==> config.mk <==
export PLATFORM = sky130hd
export DESIGN_NAME = tcw_front
export DESIGN_NICKNAME = d
export VERILOG_FILES = /design/src/design/assert_macros.svh /design/src/design/tcw_pkg.sv /design/src/design/tcw_front.sv
export SDC_FILE = /design/constraint.sdc
export NUM_CORES = 1
export LEC_CHECK = 0
export BUFFER_PORTS_ARGS = -buffer_cell sky130_fd_sc_hd__clkbuf_2
export CORE_AREA = 2 2 39 41
export DETAILED_ROUTE_END_ITERATION = 10
export DIE_AREA = 0 0 41 43
export MAX_ROUTING_LAYER = met4
export PLACE_DENSITY = 0.9
export SETUP_SLACK_MARGIN = 0.3
export SYNTH_ARGS = -nofsm -noshare
export SYNTH_HDL_FRONTEND = slang
export SYNTH_SLANG_ARGS = --single-unit
==> constraint.sdc <==
create_clock -name vclk -period 1.8
set_input_delay 0.27 -clock vclk [all_inputs]
set_output_delay 0.27 -clock vclk [all_outputs]
set_load 0.01 [all_outputs]
==> src/design/assert_macros.svh <==
// Assertion macros shared by the console writer modules.
// Each macro expects i_clk and i_rst_n to exist in the module that uses it.
`ifndef ASSERT_MACROS_SVH
`define ASSERT_MACROS_SVH

// The expression must hold at every clock edge out of reset.
`define ASSERT_ALWAYS(label, expr, msg) \
    label: assert property (@(posedge i_clk) disable iff (!i_rst_n) (expr)) \
        else $error(msg);

// The expression must never hold at a clock edge out of reset.
`define ASSERT_NEVER(label, expr, msg) \
    label: assert property (@(posedge i_clk) disable iff (!i_rst_n) !(expr)) \
        else $error(msg);

// When the antecedent holds, the consequent must hold in the next cycle.
`define ASSERT_NEXT(label, ante, cons, msg) \
    label: assert property (@(posedge i_clk) disable iff (!i_rst_n) (ante) |=> (cons)) \
        else $error(msg);

`endif

==> src/design/tcw_pkg.sv <==
// Shared types, constants and helpers for the text console writer.
// Used by the front end, command queue, back end and top level.
package tcw_pkg;

    localparam int SCREEN_COLUMNS = 80;
    localparam int SCREEN_ROWS    = 25;
    localparam int CELL_COUNT     = SCREEN_COLUMNS * SCREEN_ROWS;

    localparam int COL_W  = 7;
    localparam int ROW_W  = 5;
    localparam int ADDR_W = $clog2(CELL_COUNT);
    localparam int CELL_W = 16;

    localparam int QUEUE_DEPTH = 2;
    localparam int QPTR_W      = (QUEUE_DEPTH > 1) ? $clog2(QUEUE_DEPTH) : 1;
    localparam int QCNT_W      = $clog2(QUEUE_DEPTH + 1);

    localparam logic [COL_W-1:0]  LAST_COL   = COL_W'(SCREEN_COLUMNS - 1);
    localparam logic [ROW_W-1:0]  LAST_ROW   = ROW_W'(SCREEN_ROWS - 1);
    localparam logic [ROW_W:0]    ROWS_WIDE  = (ROW_W + 1)'(SCREEN_ROWS);
    localparam logic [ADDR_W-1:0] LAST_ADDR  = ADDR_W'(CELL_COUNT - 1);
    localparam logic [ADDR_W-1:0] COLS_ADDR  = ADDR_W'(SCREEN_COLUMNS);

    localparam logic [7:0] RESET_ATTR   = 8'd7;
    localparam logic [7:0] SPACE_CHAR   = 8'd32;
    localparam logic [7:0] NEWLINE_CHAR = 8'd10;
    localparam logic [7:0] RETURN_CHAR  = 8'd13;
    localparam logic [7:0] PRINT_LOW    = 8'd32;
    localparam logic [7:0] PRINT_HIGH   = 8'd126;

    localparam logic [1:0] FUNC_PUT    = 2'd0;
    localparam logic [1:0] FUNC_CLEAR  = 2'd1;
    localparam logic [1:0] FUNC_SETCUR = 2'd2;
    localparam logic [1:0] FUNC_READ   = 2'd3;

    typedef enum logic [2:0] {
        OP_NOP,
        OP_NEWLINE,
        OP_RETURN,
        OP_PRINT,
        OP_CLEAR,
        OP_SETCUR,
        OP_READ
    } t_op;

    typedef enum logic [2:0] {
        ST_INIT,
        ST_IDLE,
        ST_EXEC,
        ST_FILL,
        ST_CLEAR,
        ST_RDATA
    } t_state;

    typedef struct packed {
        t_op              op;
        logic [7:0]       ch;
        logic [7:0]       attr;
        logic [COL_W-1:0] col;
        logic [ROW_W-1:0] row;
    } t_cmd;

    typedef struct packed {
        logic valid;
        t_cmd cmd;
    } t_push;

    typedef struct packed {
        logic init_busy;
    } t_back_status;

    typedef struct packed {
        logic       en;
        logic [7:0] data;
    } t_cfg_wr;

    typedef struct packed {
        logic [COL_W-1:0] col;
        logic [ROW_W-1:0] row;
        logic [7:0]       ch;
        logic [7:0]       attr;
        logic             scrolled;
    } t_result;

    // Linear cell address of a physical row and a column.
    function automatic logic [ADDR_W-1:0] cell_addr(input logic [ROW_W-1:0] prow,
                                                    input logic [COL_W-1:0] col);
        return ADDR_W'(prow) * COLS_ADDR + ADDR_W'(col);
    endfunction

    // The screen is a ring of rows: logical row r lives in physical row
    // (r + top) modulo the row count, so a scroll only moves the top.
    function automatic logic [ROW_W-1:0] phys_row(input logic [ROW_W-1:0] row,
                                                  input logic [ROW_W-1:0] top);
        logic [ROW_W:0] sum;
        sum = {1'b0, row} + {1'b0, top};
        if (sum >= ROWS_WIDE) begin
            sum = sum - ROWS_WIDE;
        end
        return sum[ROW_W-1:0];
    endfunction

endpackage

==> src/design/tcw_front.sv <==
// Front end: takes input requests and decodes them into queue commands.
// Depends on tcw_pkg.
module tcw_front (
    input  logic                       i_in_valid,
    input  logic [1:0]                 i_func,
    input  logic [7:0]                 i_ch,
    input  logic [7:0]                 i_attr,
    input  logic [tcw_pkg::COL_W-1:0]  i_column,
    input  logic [tcw_pkg::ROW_W-1:0]  i_row,
    input  logic                       i_q_full,
    input  tcw_pkg::t_back_status      i_status,
    output logic                       o_in_stall,
    output tcw_pkg::t_push             o_push
);

    tcw_pkg::t_op op;
    logic         printable;

    assign printable = (i_ch >= tcw_pkg::PRINT_LOW) && (i_ch <= tcw_pkg::PRINT_HIGH);

    always_comb begin
        case (i_func)
            tcw_pkg::FUNC_PUT: begin
                if (i_ch == tcw_pkg::NEWLINE_CHAR) begin
                    op = tcw_pkg::OP_NEWLINE;
                end else if (i_ch == tcw_pkg::RETURN_CHAR) begin
                    op = tcw_pkg::OP_RETURN;
                end else if (printable) begin
                    op = tcw_pkg::OP_PRINT;
                end else begin
                    op = tcw_pkg::OP_NOP;
                end
            end
            tcw_pkg::FUNC_CLEAR:  op = tcw_pkg::OP_CLEAR;
            tcw_pkg::FUNC_SETCUR: op = tcw_pkg::OP_SETCUR;
            tcw_pkg::FUNC_READ:   op = tcw_pkg::OP_READ;
            default:              op = tcw_pkg::OP_NOP;
        endcase
    end

    // Nothing is taken while the back end sweeps the store after reset.
    assign o_in_stall = i_q_full || i_status.init_busy;

    always_comb begin
        o_push.valid    = i_in_valid && !o_in_stall;
        o_push.cmd.op   = op;
        o_push.cmd.ch   = i_ch;
        o_push.cmd.attr = i_attr;
        o_push.cmd.col  = (i_column > tcw_pkg::LAST_COL) ? tcw_pkg::LAST_COL : i_column;
        o_push.cmd.row  = (i_row > tcw_pkg::LAST_ROW) ? tcw_pkg::LAST_ROW : i_row;
    end

endmodule

== Word-level counts from Yosys, hierarchy flattened ==
Cells that the tools add are included.

* $add $sub $neg: 0
* Multipliers: 0
* Div/mod/pow operators: 0
* Order comparisons: 4
* Equal/unequal tests: 5
* Shifts and indexed selects: 0
* Multiplexer cells: 6
* Bitwise gates (word level): 0
* Reduce and logical (&&, ||, !) cells: 5

{| class="wikitable"
|+ Operators with widths
! operator !! number
|-
| 8-bit by 4-bit equality test with 1-bit output (second input constant) || 2
|-
| 3-bit one-hot mux with 4 select lines || 1
|-
| 8-bit by 6-bit greater-or-equal comparator with 1-bit output (second input constant) || 1
|-
| 8-bit by 7-bit less-or-equal comparator with 1-bit output (second input constant) || 1
|-
| 7-bit greater-than comparator (second input constant) || 1
|-
| 7-bit 2-to-1 mux || 1
|-
| 2-bit 2-to-1 mux || 3
|-
| 5-bit greater-than comparator (second input constant) || 1
|-
| 5-bit 2-to-1 mux || 1
|-
| 2-bit equality test (second input constant) || 2
|-
| 2-bit by 1-bit equality test with 1-bit output (second input constant) || 1
|-
| 1-bit logical AND || 2
|-
| 2-bit zero test || 1
|-
| 1-bit zero test || 1
|-
| 1-bit logical OR || 1
|}

* Flip-flop bits (word level): 0
* Bits in latches: 0
* RAM bits: 0
* Bits in read-only memories: 0
* Input port bits: 33
* Output and inout port bits: 33
* Word-level logic and storage cells: 20
* Memories: 0

== Depth between registers and ports, before layout ==
* Depth in word-level cells: 6
* Mapped depth: 4
* Depth with buffers taken out: 4

== Least setup slack after synthesis ==
No wires, ideal clock.

* Kind: input to output
* Start: input i_ch[7]
* End: output o_push[29] (netlist bit)
* Data arrival time: 0.932 ns
* Required time: 1.530 ns
* Path slack: 0.598 ns
* Stages: 3
* Buffers on the path: 0
* Cells stage by stage: nor4_2 > a41oi_1 > a32o_1

{| class="wikitable"
|+ RTL lines
! item !! line !! source
|-
| start: declaration || tcw_front.sv:6 || <nowiki>input logic [7:0] i_ch,</nowiki>
|-
| end: declaration || tcw_front.sv:13 || <nowiki>output tcw_pkg::t_push o_push</nowiki>
|}

==> summary.md <==
The flow ran to the end, and the final reports show no timing, DRC or antenna violations. In this run the worst path has a maximum fanout of 4. The count of fill cells added during filler insertion is 156. In the finished design, the share of the clock period the worst path needs comes to 81.0%.

The tools report the critical path launch point type as an input port. Cell internal power was estimated by the tool at 0.0549 mW. The net count of the mapped netlist came out at 79.

The number of antenna violations at the first check in global routing is 0. The area growth from synthesis to layout is 53.9%. The final hold violation count came out at 0. Among all stages on the critical path, the largest delay is contributed by nor4_4. The sequential fraction of design power came out at 0%. Walking the worst path, the cells encountered are clkbuf_2 -> nor4_4 -> a41oi_2 -> a32o_1 -> clkbuf_2.

The layout sequential cell count is 0. The post-route antenna net violation count was 0. The first-pass GRT wire length came out at 1.30 mm. The instance count after placement with tap cells included was 93; the net total in the final layout was 112. The worst slack at placement is 0.327 ns.

The type of the most critical hold path is input port to primary output. The horizontal die dimension works out to 41 um. The leakage component of the power is 0.268 nW, and the max-slew violation count is 0.

For this run, the number of Yosys warnings is 0. The tools report the end of the critical path as o_push[29]. The logs give 1.53 ns for the required time reported for the critical path endpoint and 302 um^2 for the mapped cell area. The number of DRC violations after detailed-routing iteration 0 is 1.

The worst hold path begins at i_attr[2]. The logs give 911 um for the total length of routed wires and 0 for the number of buffers added to fix hold violations after cts. The starting density of the core was 21.8%; the combinational share of power was 100.0%.

The diode insertion count for antenna repair is 0. The largest net degree at the start of global routing is 5, and the total iterations of the first detailed-routing run is 2. The tools report the number of remaining DRC errors as 0. The top-area cell type share of the netlist area is 39.8%, and the total power divided by cell area is 242 nW/um^2.

Routability-driven placement finished with a final weighted congestion of 0.717. The die covers 1760 um^2. The critical path in this run is classified as input port to primary output. Cell accounting for the most synthesized area: buf_4. For the worst setup path, the data arrival time is 1.19 ns. The share of total power consumed by net switching works out to 51.1%.

In the post-synthesis netlist, the biggest area contributors are buf_4 (40%), nand2b_1 (8.3%), and2_1 (6.2%), nor2b_1 (4.1%), nor4_2 (4.1%). Averaged over all synthesized cells, the footprint is 6.56 um^2. Summed over all nets, the switching power comes to 0.0573 mW. Measured on the finished design, the core utilization comes to 33.5%. The die is 43 um tall. The total overflow left after global routing is 0.

In this design, the stage delay of the slowest critical-path cell is 0.28 ns. The post-synthesis instance total is 46. The clock network is responsible for 0% of the overall power. After floorplanning, the core was divided into 14 placement rows.

Dividing the detail-routed wire length by the instance count gives 9.80 um. IR analysis of the VDD net gives a maximum drop of 0.0699 mV. The run gives 0.540 ns as the worst-case hold slack. For the pin with the worst max-slew slack, the measured transition is 0.377 ns.

The cell that appears most often on the critical path is clkbuf_2. Clock buffers in the final layout number 0. The tool flagged a number of max-cap violations equal to 0.

Of the cells placed in the final design, the portion with a size suffix greater than 1 is 74.0%. The worst slew slack as a fraction of its limit came out at 74.6%. The setup TNS came out at 0 ns. STA classifies the critical path endpoint as a primary output.

The port buffer count is 50, and the logic depth of the worst path, buffers included is 5. Global routing used 10.0% of the available tracks. The logs give 0.343 ns for the final setup slack of the worst path and 416 for the total number of vias. The run gives 18 as the number of distinct standard cells referenced by the synthesized netlist. The core region is 1380 um^2.

After synthesis, flip-flops and latches occupy 0% of the total area. Summing all flip-flop and latch instances after layout gives 0 um^2. The tools report the non-filler instance count after layout as 93. 66 I/O pins were placed.

The number of buffers and inverters on the critical path works out to 2. Setup violations remaining at the end of the flow were counted as 0. Dividing the detail-routed via count by the number of cells gives 4.47. The run gives 350 as the via count of the first global-routing pass. Category of cells accounting for the largest share of critical-path delay: compound AO/OA/AOI/OAI gates. Setup repair after global routing could not meet its margin everywhere. The time the final worst path needs with I/O delays and setup was 1.46 ns. The most critical setup path has its startpoint at i_ch[7]. Derived from the worst setup path, the maximum achievable clock frequency is 686 MHz.
power by group through the flow:
stage                     clock network, mW  registers (mW)  logic, mW
after CTS                                 0               0      0.109
after global placement                    0               0      0.106
after floorplan                           0               0     0.0747
after detailed placement                  0               0      0.108
after global routing                      0               0      0.126
final                                     0               0      0.112
layout make-up:
class	instances	area (um^2)	share of cell area, %
inverters	1	3.75	0.809
multi-input cells	26	190	41.0
well taps	16	20.0	4.31
repair buffers	50	250	53.9
repair_timing:
action | in CTS | in global routing
endpoints found under the hold margin | 0 | 0
endpoints found under the setup margin | 0 | 1
setup buffers | 0 | 0
resized for setup | 0 | 4
Yosys cell counts (all sizes together):
cell type / n
a211o: 1
a211oi: 1
a21oi: 1
a32o: 1
a41oi: 1
and2: 3
buf: 16
clkbuf: 3
inv: 1
nand2: 2
nand2b: 4
nand4: 1
nand4b: 1
nor2: 3
nor2b: 2
nor4: 1
o21ai: 2
or2: 2
worst min-delay path by stage:
stage | end | cells past startpoint
finish | o_push[14] | 0
global route | o_push[14] | 0
CTS | o_push[13] | 0
detailed placement | o_push[13] | 0
global placement | o_push[13] | 0
floorplan | o_push[28] | 1
cell families after synthesis:
logic type / count (synthesis) / share of synthesized area [%]
simple gates: 19 / 38.2
compound gates: 7 / 17.0
buf+inv: 20 / 44.8
per-stage QoR:
step	area, um^2	power [mW]
after floorplan	302	0.0747
after global placement	440	0.106
after detailed placement	440	0.109
after CTS	440	0.109
after global routing	464	0.126
final	464	0.112
metal layers:
metal	up-vias	track usage (%)	share of wire, %
met2	34	20.3	59
met5	-	-	0
met3	0	2.09	14
met4	0	0	0
met1	179	9.18	27
li1	203	-	-
layout by cell type, fill, tap and decap left out:
cell | synthesis | routed
clkbuf_2 | 0 | 50
nand4b_1 | 1 | 1
nand2_1 | 2 | 2
a211o_2 | 1 | 1
a32o_1 | 1 | 1
nor2b_1 | 2 | 2
and2_1 | 3 | 3
nor4_4 | 0 | 1
o21ai_0 | 2 | 2
or2_2 | 2 | 2
nor2_1 | 3 | 2
nand2b_1 | 4 | 4
nand4_1 | 1 | 1
a211oi_2 | 0 | 1
a41oi_2 | 0 | 1
a21oi_1 | 1 | 1
inv_1 | 1 | 1
nor2_2 | 0 | 1
Power figures use the tool's default switching activity.
