**src/design/assert_macros.svh**
```systemverilog
// Assertion macros shared by the console writer modules.
// Each macro expects i_clk and i_rst_n to exist in the module that uses it.
`ifndef ASSERT_MACROS_SVH
`define ASSERT_MACROS_SVH

// The expression must hold at every clock edge out of reset.
`define ASSERT_ALWAYS(label, expr, msg) \
    label: assert property (@(posedge i_clk) disable iff (!i_rst_n) (expr)) \
        else $error(msg);

// The expression must never hold at a clock edge out of reset.
`define ASSERT_NEVER(label, expr, msg) \
    label: assert property (@(posedge i_clk) disable iff (!i_rst_n) !(expr)) \
        else $error(msg);

// When the antecedent holds, the consequent must hold in the next cycle.
`define ASSERT_NEXT(label, ante, cons, msg) \
    label: assert property (@(posedge i_clk) disable iff (!i_rst_n) (ante) |=> (cons)) \
        else $error(msg);

`endif

```
**src/design/tcw_pkg.sv**
```systemverilog
// Shared types, constants and helpers for the text console writer.
// Used by the front end, command queue, back end and top level.
package tcw_pkg;

    localparam int SCREEN_COLUMNS = 80;
    localparam int SCREEN_ROWS    = 25;
    localparam int CELL_COUNT     = SCREEN_COLUMNS * SCREEN_ROWS;

    localparam int COL_W  = 7;
    localparam int ROW_W  = 5;
    localparam int ADDR_W = $clog2(CELL_COUNT);
    localparam int CELL_W = 16;

    localparam int QUEUE_DEPTH = 2;
    localparam int QPTR_W      = (QUEUE_DEPTH > 1) ? $clog2(QUEUE_DEPTH) : 1;
    localparam int QCNT_W      = $clog2(QUEUE_DEPTH + 1);

    localparam logic [COL_W-1:0]  LAST_COL   = COL_W'(SCREEN_COLUMNS - 1);
    localparam logic [ROW_W-1:0]  LAST_ROW   = ROW_W'(SCREEN_ROWS - 1);
    localparam logic [ROW_W:0]    ROWS_WIDE  = (ROW_W + 1)'(SCREEN_ROWS);
    localparam logic [ADDR_W-1:0] LAST_ADDR  = ADDR_W'(CELL_COUNT - 1);
    localparam logic [ADDR_W-1:0] COLS_ADDR  = ADDR_W'(SCREEN_COLUMNS);

    localparam logic [7:0] RESET_ATTR   = 8'd7;
    localparam logic [7:0] SPACE_CHAR   = 8'd32;
    localparam logic [7:0] NEWLINE_CHAR = 8'd10;
    localparam logic [7:0] RETURN_CHAR  = 8'd13;
    localparam logic [7:0] PRINT_LOW    = 8'd32;
    localparam logic [7:0] PRINT_HIGH   = 8'd126;

    localparam logic [1:0] FUNC_PUT    = 2'd0;
    localparam logic [1:0] FUNC_CLEAR  = 2'd1;
    localparam logic [1:0] FUNC_SETCUR = 2'd2;
    localparam logic [1:0] FUNC_READ   = 2'd3;

    typedef enum logic [2:0] {
        OP_NOP,
        OP_NEWLINE,
        OP_RETURN,
        OP_PRINT,
        OP_CLEAR,
        OP_SETCUR,
        OP_READ
    } t_op;

    typedef enum logic [2:0] {
        ST_INIT,
        ST_IDLE,
        ST_EXEC,
        ST_FILL,
        ST_CLEAR,
        ST_RDATA
    } t_state;

    typedef struct packed {
        t_op              op;
        logic [7:0]       ch;
        logic [7:0]       attr;
        logic [COL_W-1:0] col;
        logic [ROW_W-1:0] row;
    } t_cmd;

    typedef struct packed {
        logic valid;
        t_cmd cmd;
    } t_push;

    typedef struct packed {
        logic init_busy;
    } t_back_status;

    typedef struct packed {
        logic       en;
        logic [7:0] data;
    } t_cfg_wr;

    typedef struct packed {
        logic [COL_W-1:0] col;
        logic [ROW_W-1:0] row;
        logic [7:0]       ch;
        logic [7:0]       attr;
        logic             scrolled;
    } t_result;

    // Linear cell address of a physical row and a column.
    function automatic logic [ADDR_W-1:0] cell_addr(input logic [ROW_W-1:0] prow,
                                                    input logic [COL_W-1:0] col);
        return ADDR_W'(prow) * COLS_ADDR + ADDR_W'(col);
    endfunction

    // The screen is a ring of rows: logical row r lives in physical row
    // (r + top) modulo the row count, so a scroll only moves the top.
    function automatic logic [ROW_W-1:0] phys_row(input logic [ROW_W-1:0] row,
                                                  input logic [ROW_W-1:0] top);
        logic [ROW_W:0] sum;
        sum = {1'b0, row} + {1'b0, top};
        if (sum >= ROWS_WIDE) begin
            sum = sum - ROWS_WIDE;
        end
        return sum[ROW_W-1:0];
    endfunction

endpackage

```
**src/design/tcw_queue.sv**
```systemverilog
// Short command queue between the front end and the back end.
// Depends on tcw_pkg and assert_macros.svh.
`include "assert_macros.svh"

module tcw_queue (
    input  logic           i_clk,
    input  logic           i_rst_n,
    input  tcw_pkg::t_push i_push,
    input  logic           i_pop,
    output logic           o_valid,
    output tcw_pkg::t_cmd  o_cmd,
    output logic           o_full
);

    tcw_pkg::t_cmd                 r_slot [tcw_pkg::QUEUE_DEPTH];
    logic [tcw_pkg::QPTR_W-1:0]    r_wr_ptr, n_wr_ptr;
    logic [tcw_pkg::QPTR_W-1:0]    r_rd_ptr, n_rd_ptr;
    logic [tcw_pkg::QCNT_W-1:0]    r_count,  n_count;

    localparam logic [tcw_pkg::QPTR_W-1:0] LAST_PTR = tcw_pkg::QPTR_W'(tcw_pkg::QUEUE_DEPTH - 1);
    localparam logic [tcw_pkg::QCNT_W-1:0] FULL_CNT = tcw_pkg::QCNT_W'(tcw_pkg::QUEUE_DEPTH);

    assign o_valid = (r_count != '0);
    assign o_full  = (r_count == FULL_CNT);
    assign o_cmd   = r_slot[r_rd_ptr];

    always_comb begin
        n_wr_ptr = r_wr_ptr;
        n_rd_ptr = r_rd_ptr;
        n_count  = r_count;
        if (i_push.valid) begin
            n_wr_ptr = (r_wr_ptr == LAST_PTR) ? '0 : r_wr_ptr + tcw_pkg::QPTR_W'(1);
        end
        if (i_pop) begin
            n_rd_ptr = (r_rd_ptr == LAST_PTR) ? '0 : r_rd_ptr + tcw_pkg::QPTR_W'(1);
        end
        if (i_push.valid && !i_pop) begin
            n_count = r_count + tcw_pkg::QCNT_W'(1);
        end else if (!i_push.valid && i_pop) begin
            n_count = r_count - tcw_pkg::QCNT_W'(1);
        end
    end

    always_ff @(posedge i_clk) begin
        if (!i_rst_n) begin
            r_wr_ptr <= '0;
            r_rd_ptr <= '0;
            r_count  <= '0;
        end else begin
            r_wr_ptr <= n_wr_ptr;
            r_rd_ptr <= n_rd_ptr;
            r_count  <= n_count;
        end
    end

    always_ff @(posedge i_clk) begin
        if (i_push.valid) begin
            r_slot[r_wr_ptr] <= i_push.cmd;
        end
    end

    `ASSERT_NEVER(a_push_when_full, i_push.valid && o_full, "command pushed into a full queue")
    `ASSERT_NEVER(a_pop_when_empty, i_pop && !o_valid, "command popped from an empty queue")

endmodule

```
**config.mk**
```make
export PLATFORM = sky130hd
export DESIGN_NAME = tcw_queue
export DESIGN_NICKNAME = d
export VERILOG_FILES = /design/src/design/tcw_pkg.sv /design/src/design/tcw_queue.sv
export VERILOG_INCLUDE_DIRS = /design/src /design/src/design
export SDC_FILE = /design/constraint.sdc
export NUM_CORES = 1
export LEC_CHECK = 0
export ABC_CLOCK_PERIOD_IN_PS = 2500
export BUFFER_PORTS_ARGS = -buffer_cell sky130_fd_sc_hd__buf_2
export CAP_MARGIN = 20
export CORE_MARGIN = 2
export CORE_UTILIZATION = 46
export DETAILED_ROUTE_END_ITERATION = 10
export PLACE_DENSITY = 0.76
export SKIP_LAST_GASP = 1
export SLEW_MARGIN = 0
export SYNTH_ARGS = -nofsm -noshare
export SYNTH_HDL_FRONTEND = slang
export SYNTH_SLANG_ARGS = --single-unit
```
**constraint.sdc**
```tcl
create_clock -name i_clk -period 2.5 [get_ports i_clk]
set_clock_uncertainty 0.1 [all_clocks]
set_input_delay 0.5 -clock i_clk [delete_from_list [all_inputs] [get_ports i_clk]]
set_output_delay 0.5 -clock i_clk [all_outputs]
set_load 0.02 [all_outputs]
```
Word level (Yosys, flattened, before mapping)
Memories as Yosys holds them, arrays and structs flattened. A register that Yosys moved wholly into a read port is not among the register bits. Index checks and enable logic that the tools add are counted.

Register bits: 4. RAM bits: 62. Output and inout port bits: 33. Word-level logic and storage cells: 23. Memories: 1.

Memories: r_slot (words 2, width 31, read ports 1, clocked after memory_dff 1, write ports 1, line tcw_queue.sv:15) `tcw_pkg::t_cmd r_slot [tcw_pkg::QUEUE_DEPTH];`.

$add $sub $neg: 4. Equal/unequal tests: 1. Multiplexer cells: 8. Reduce and logical (&&, ||, !) cells: 6.

Operators by type and width (number): 2-to-1 mux 1 bit (6); 2-to-1 mux 2 bit (2); nonzero test 2 bit (2); adder 1 bit, second input constant (2); adder 2 x 1 -> 2 bit, second input constant (1); equality test 2 bit, second input constant (1); logical AND 1 bit (2); zero test 1 bit (2); subtractor 2 x 1 -> 2 bit, second input constant (1).

Longest topological paths before layout
Depth in word-level cells: 4. Depth in mapped cells: 5.

Worst setup path after synthesis
Ideal clock, no wire load.

Path type: input -> register. Start: in i_push[31] (netlist name). End: mem r_slot[0][0] (netlist name) (enable). Library setup time: 0.424 ns. Data arrival time: 1.936 ns. Data required time: 1.976 ns. Path slack: 0.040 ns. Stages on the path: 1. Buffers on the path: 0. Cells stage by stage: nor2b_1.

Cells in the longest elaborated chain, start to end: 2.

Ends and longest elaborated chain: start, declared (line tcw_queue.sv:8) `input tcw_pkg::t_push i_push,`; 2-to-1 mux 1 bit (line tcw_queue.sv:57) `if (i_push.valid) begin`; 2-to-1 mux 1 bit (not written as such) (line tcw_queue.sv:58) `r_slot[r_wr_ptr] <= i_push.cmd;`; end, declared (line tcw_queue.sv:15).

Every way passes these cells.

==> results.py <==
metrics = {
    "global_routing": {
        "antenna_found_initial": 0,
        "grt_max_degree": 26,
        "track_usage_pct": 14.8,
        "grt_pass1_wl_mm": 6.52,
        "gr-total-overflow": 0,
        "grt_pass1_vias": 1417,
    },
    "hold_path": {
        "whs_endpoint": "r_slot[1][12]",
        "min-delay-start": "i_push[12]",
        "holdPathStages": 1,
        "hold_class": "in2reg",
    },
    "yosys": {
        "syn-num-nets": 154,
        "yosysMostFrequentCell": "edfxtp_1",
        "synthArstFlopShare_pct": 0,
        "yosys-top-cells-area": "edfxtp_1 76%, mux2_2 14%, dfxtp_1 4.1%",
        "synthTopCellsByCount": "62 x edfxtp_1, 31 x mux2_2, 5 x dfxtp_1, 4 x and2_1, 3 x buf_2",
        "ys_ff_latch": 67,
        "synth_top_area_share_pct": 76.1,
        "synth_enable_flop_cells": 62,
        "yosys.area.top_type": "edfxtp_1",
        "synth_cell_type_count": 16,
        "synth-main-ff-cell": "edfxtp_1",
        "seq_area_frac_synth_pct": 80.2,
        "avgSynthCellArea_um2": 20.7,
        "yosys_warnings": 0,
        "syn_area_um2": 2450,
        "synthCells": 118,
    },
    "worst_setup_path": {
        "cpPeakStageDelay_ns": 0.52,
        "reg2reg_depth": 2,
        "cp.required_ns": 1.90,
        "slowest_stage": "dfxtp_1",
        "cp_top_family": "flip-flops",
        "cp-end-kind": "output port",
        "startpoint_type": "flip-flop",
        "rr_endpoint": "r_slot[1][26]",
        "crit_buf_inv": 2,
        "worstSetupPathType": "reg2out",
        "regToRegStartpoint": "r_wr_ptr",
        "cp_cell_sequence": "buf_12, mux2_2, buf_2",
        "crit_fanout": 25,
        "r2r_slack_ns": 1.01,
        "arrival_ns": 1.61,
    },
    "cts": {
        "cts_inserted_buffers": 9,
        "clk-insertion-delay-late_ns": 0.33,
        "cts_sinks": 67,
        "post_cts_buffers": 0,
        "ctsHoldBuffers": 0,
        "root_buffer": "clkbuf_8",
        "cts_htree_levels": 3,
        "clkSlewWorstSetupHoldPaths_ns": 0.07,
        "cts_tree": "done",
        "post_cts_resize_count": 0,
        "clockBufferDepth": 2,
    },
    "floorplan": {
        "die_h_um": 76.9,
        "die_w_um": 76.9,
        "row_count": 26,
        "initial_core_util_pct": 47.9,
        "ios": 68,
        "core-area_um2": 5110,
        "fp.dieArea_um2": 5920,
    },
    "timing": {
        "period_needed_ns": 2.21,
        "min_period_over_period_pct": 88.3,
        "relSlewSlack_pct": 64.7,
        "worstMarginPinSlew_ns": 0.530,
        "final-setup-viol-count": 0,
        "hold_viol": 0,
        "rsz0062_at_grt": "no",
        "layout_setup_ws_ns": 0.293,
        "slew_violations": 0,
        "max_clock_freq_ghz": 0.453,
        "fin_tns_setup_ns": 0,
    },
    "finish": {
        "fillers": 408,
        "fin_cells": 272,
        "area_growth_pct": 27.9,
        "diodes": 0,
        "layout-drive-gt1-share_pct": 59.9,
        "finalNetCount": 233,
    },
    "power": {
        "pwr_density_cell_nw_per_um2": 820,
        "peakVddDrop_mv": 0.473,
        "leakagePower_nw": 1.21,
        "power.total_mw": 2.56,
    },
    "place": {
        "place_ws_ns": 0.624,
        "io_buffer_count": 67,
        "gp_congestion": 0.681,
        "dpl.hpwl_mm": 2.86,
        "dp.cells": 256,
    },
    "routing": {
        "wl_mm": 4.09,
        "vias_per_cell": 4.74,
        "drt_iter0_drc": 57,
        "detail_route.wl_per_cell_um": 15.0,
        "antenna_left": 0,
        "vias": 1289,
        "drc_errors": 0,
        "firstDrtPassIters": 3,
    },
    "job": {
        "cap_viol_max_count": 0,
    },
    "outcome": {
        "status": "complete, no violations",
    },
}
==> cells in the final DEF (no fill, tap or decap), types with 2 or more instances in the layout <==
cell,instances
buf_2,67
mux2_2,31
buf_12,2
bufinv_16,2
dfxtp_1,5
and2_1,4
edfxtp_1,62
clkinv_2,3
buf_4,2
xor2_1,2
clkinv_4,2
clkbuf_8,9
==> layer usage <==
metal | track usage (%) | vias up | share of wire, %
met4 | 6.00 | 0 | 0.88
met5 | 0 | - | 0
met1 | 15.6 | 618 | 39
met2 | 26.4 | 49 | 54
met3 | 5.53 | 4 | 6.4
li1 | - | 618 | -
==> power by group <==
group	internal (mW)	switching (mW)	total, mW
Combinational	0.137	0.173	0.311
Clock	0.559	0.381	0.940
Sequential	1.29	0.0226	1.31
Total	1.99	0.577	2.56
==> cell families after synthesis <==
logic type | Yosys count | share of synthesized area, %
and+or+nand+nor | 9 | 2.40
xor gates and xnor gates | 3 | 1.07
muxes | 31 | 14.3
AOI/OAI and AO/OA | 3 | 0.818
buffers and inverters | 4 | 0.767
adders and majority gates | 1 | 0.511
DFF | 67 | 80.2
==> registers in the layout, indices dropped and copies added (netlist names), named ones only <==
name	count
r_count	2
r_slot	62
r_rd_ptr	1
r_wr_ptr	1
==> final cells by class <==
class / count / area [um^2] / share of cell area (%)
inverters: 1 / 3.75 / 0.120
clock inverters: 7 / 92.6 / 2.96
multi-input cells: 47 / 469 / 15.0
flip-flops and latches: 67 / 1960 / 62.7
well taps: 70 / 87.6 / 2.80
clock buffers: 9 / 124 / 3.96
repair buffers: 71 / 390 / 12.5
==> worst max-delay path by stage <==
stage	startpoint	endpoint	slack, ns	cells past startpoint
6_report	flip-flop	o_cmd[10]	0.29	3
3_3_place_gp	flip-flop	o_cmd[20]	0.65	3
5_1_grt	flip-flop	o_cmd[26]	0.22	3
3_5_place_dp	flip-flop	o_cmd[20]	0.62	3
2_1_floorplan	i_push[31]	r_slot[0][0]	0.04	1
4_1_cts	flip-flop	o_cmd[20]	0.25	3
==> metrics by stage <==
stage / util [%] / hold WS, ns / area [um^2]
2_1_floorplan: - / 0.361 / 2450
3_5_place_dp: 57.0 / 0.442 / 2910
5_1_grt: 61.3 / 0.224 / 3130
3_3_place_gp: 57.0 / 0.369 / 2910
4_1_cts: 61.3 / 0.234 / 3130
6_report: 61.3 / 0.258 / 3130
Note: power is estimated with default switching activity, not from simulation.
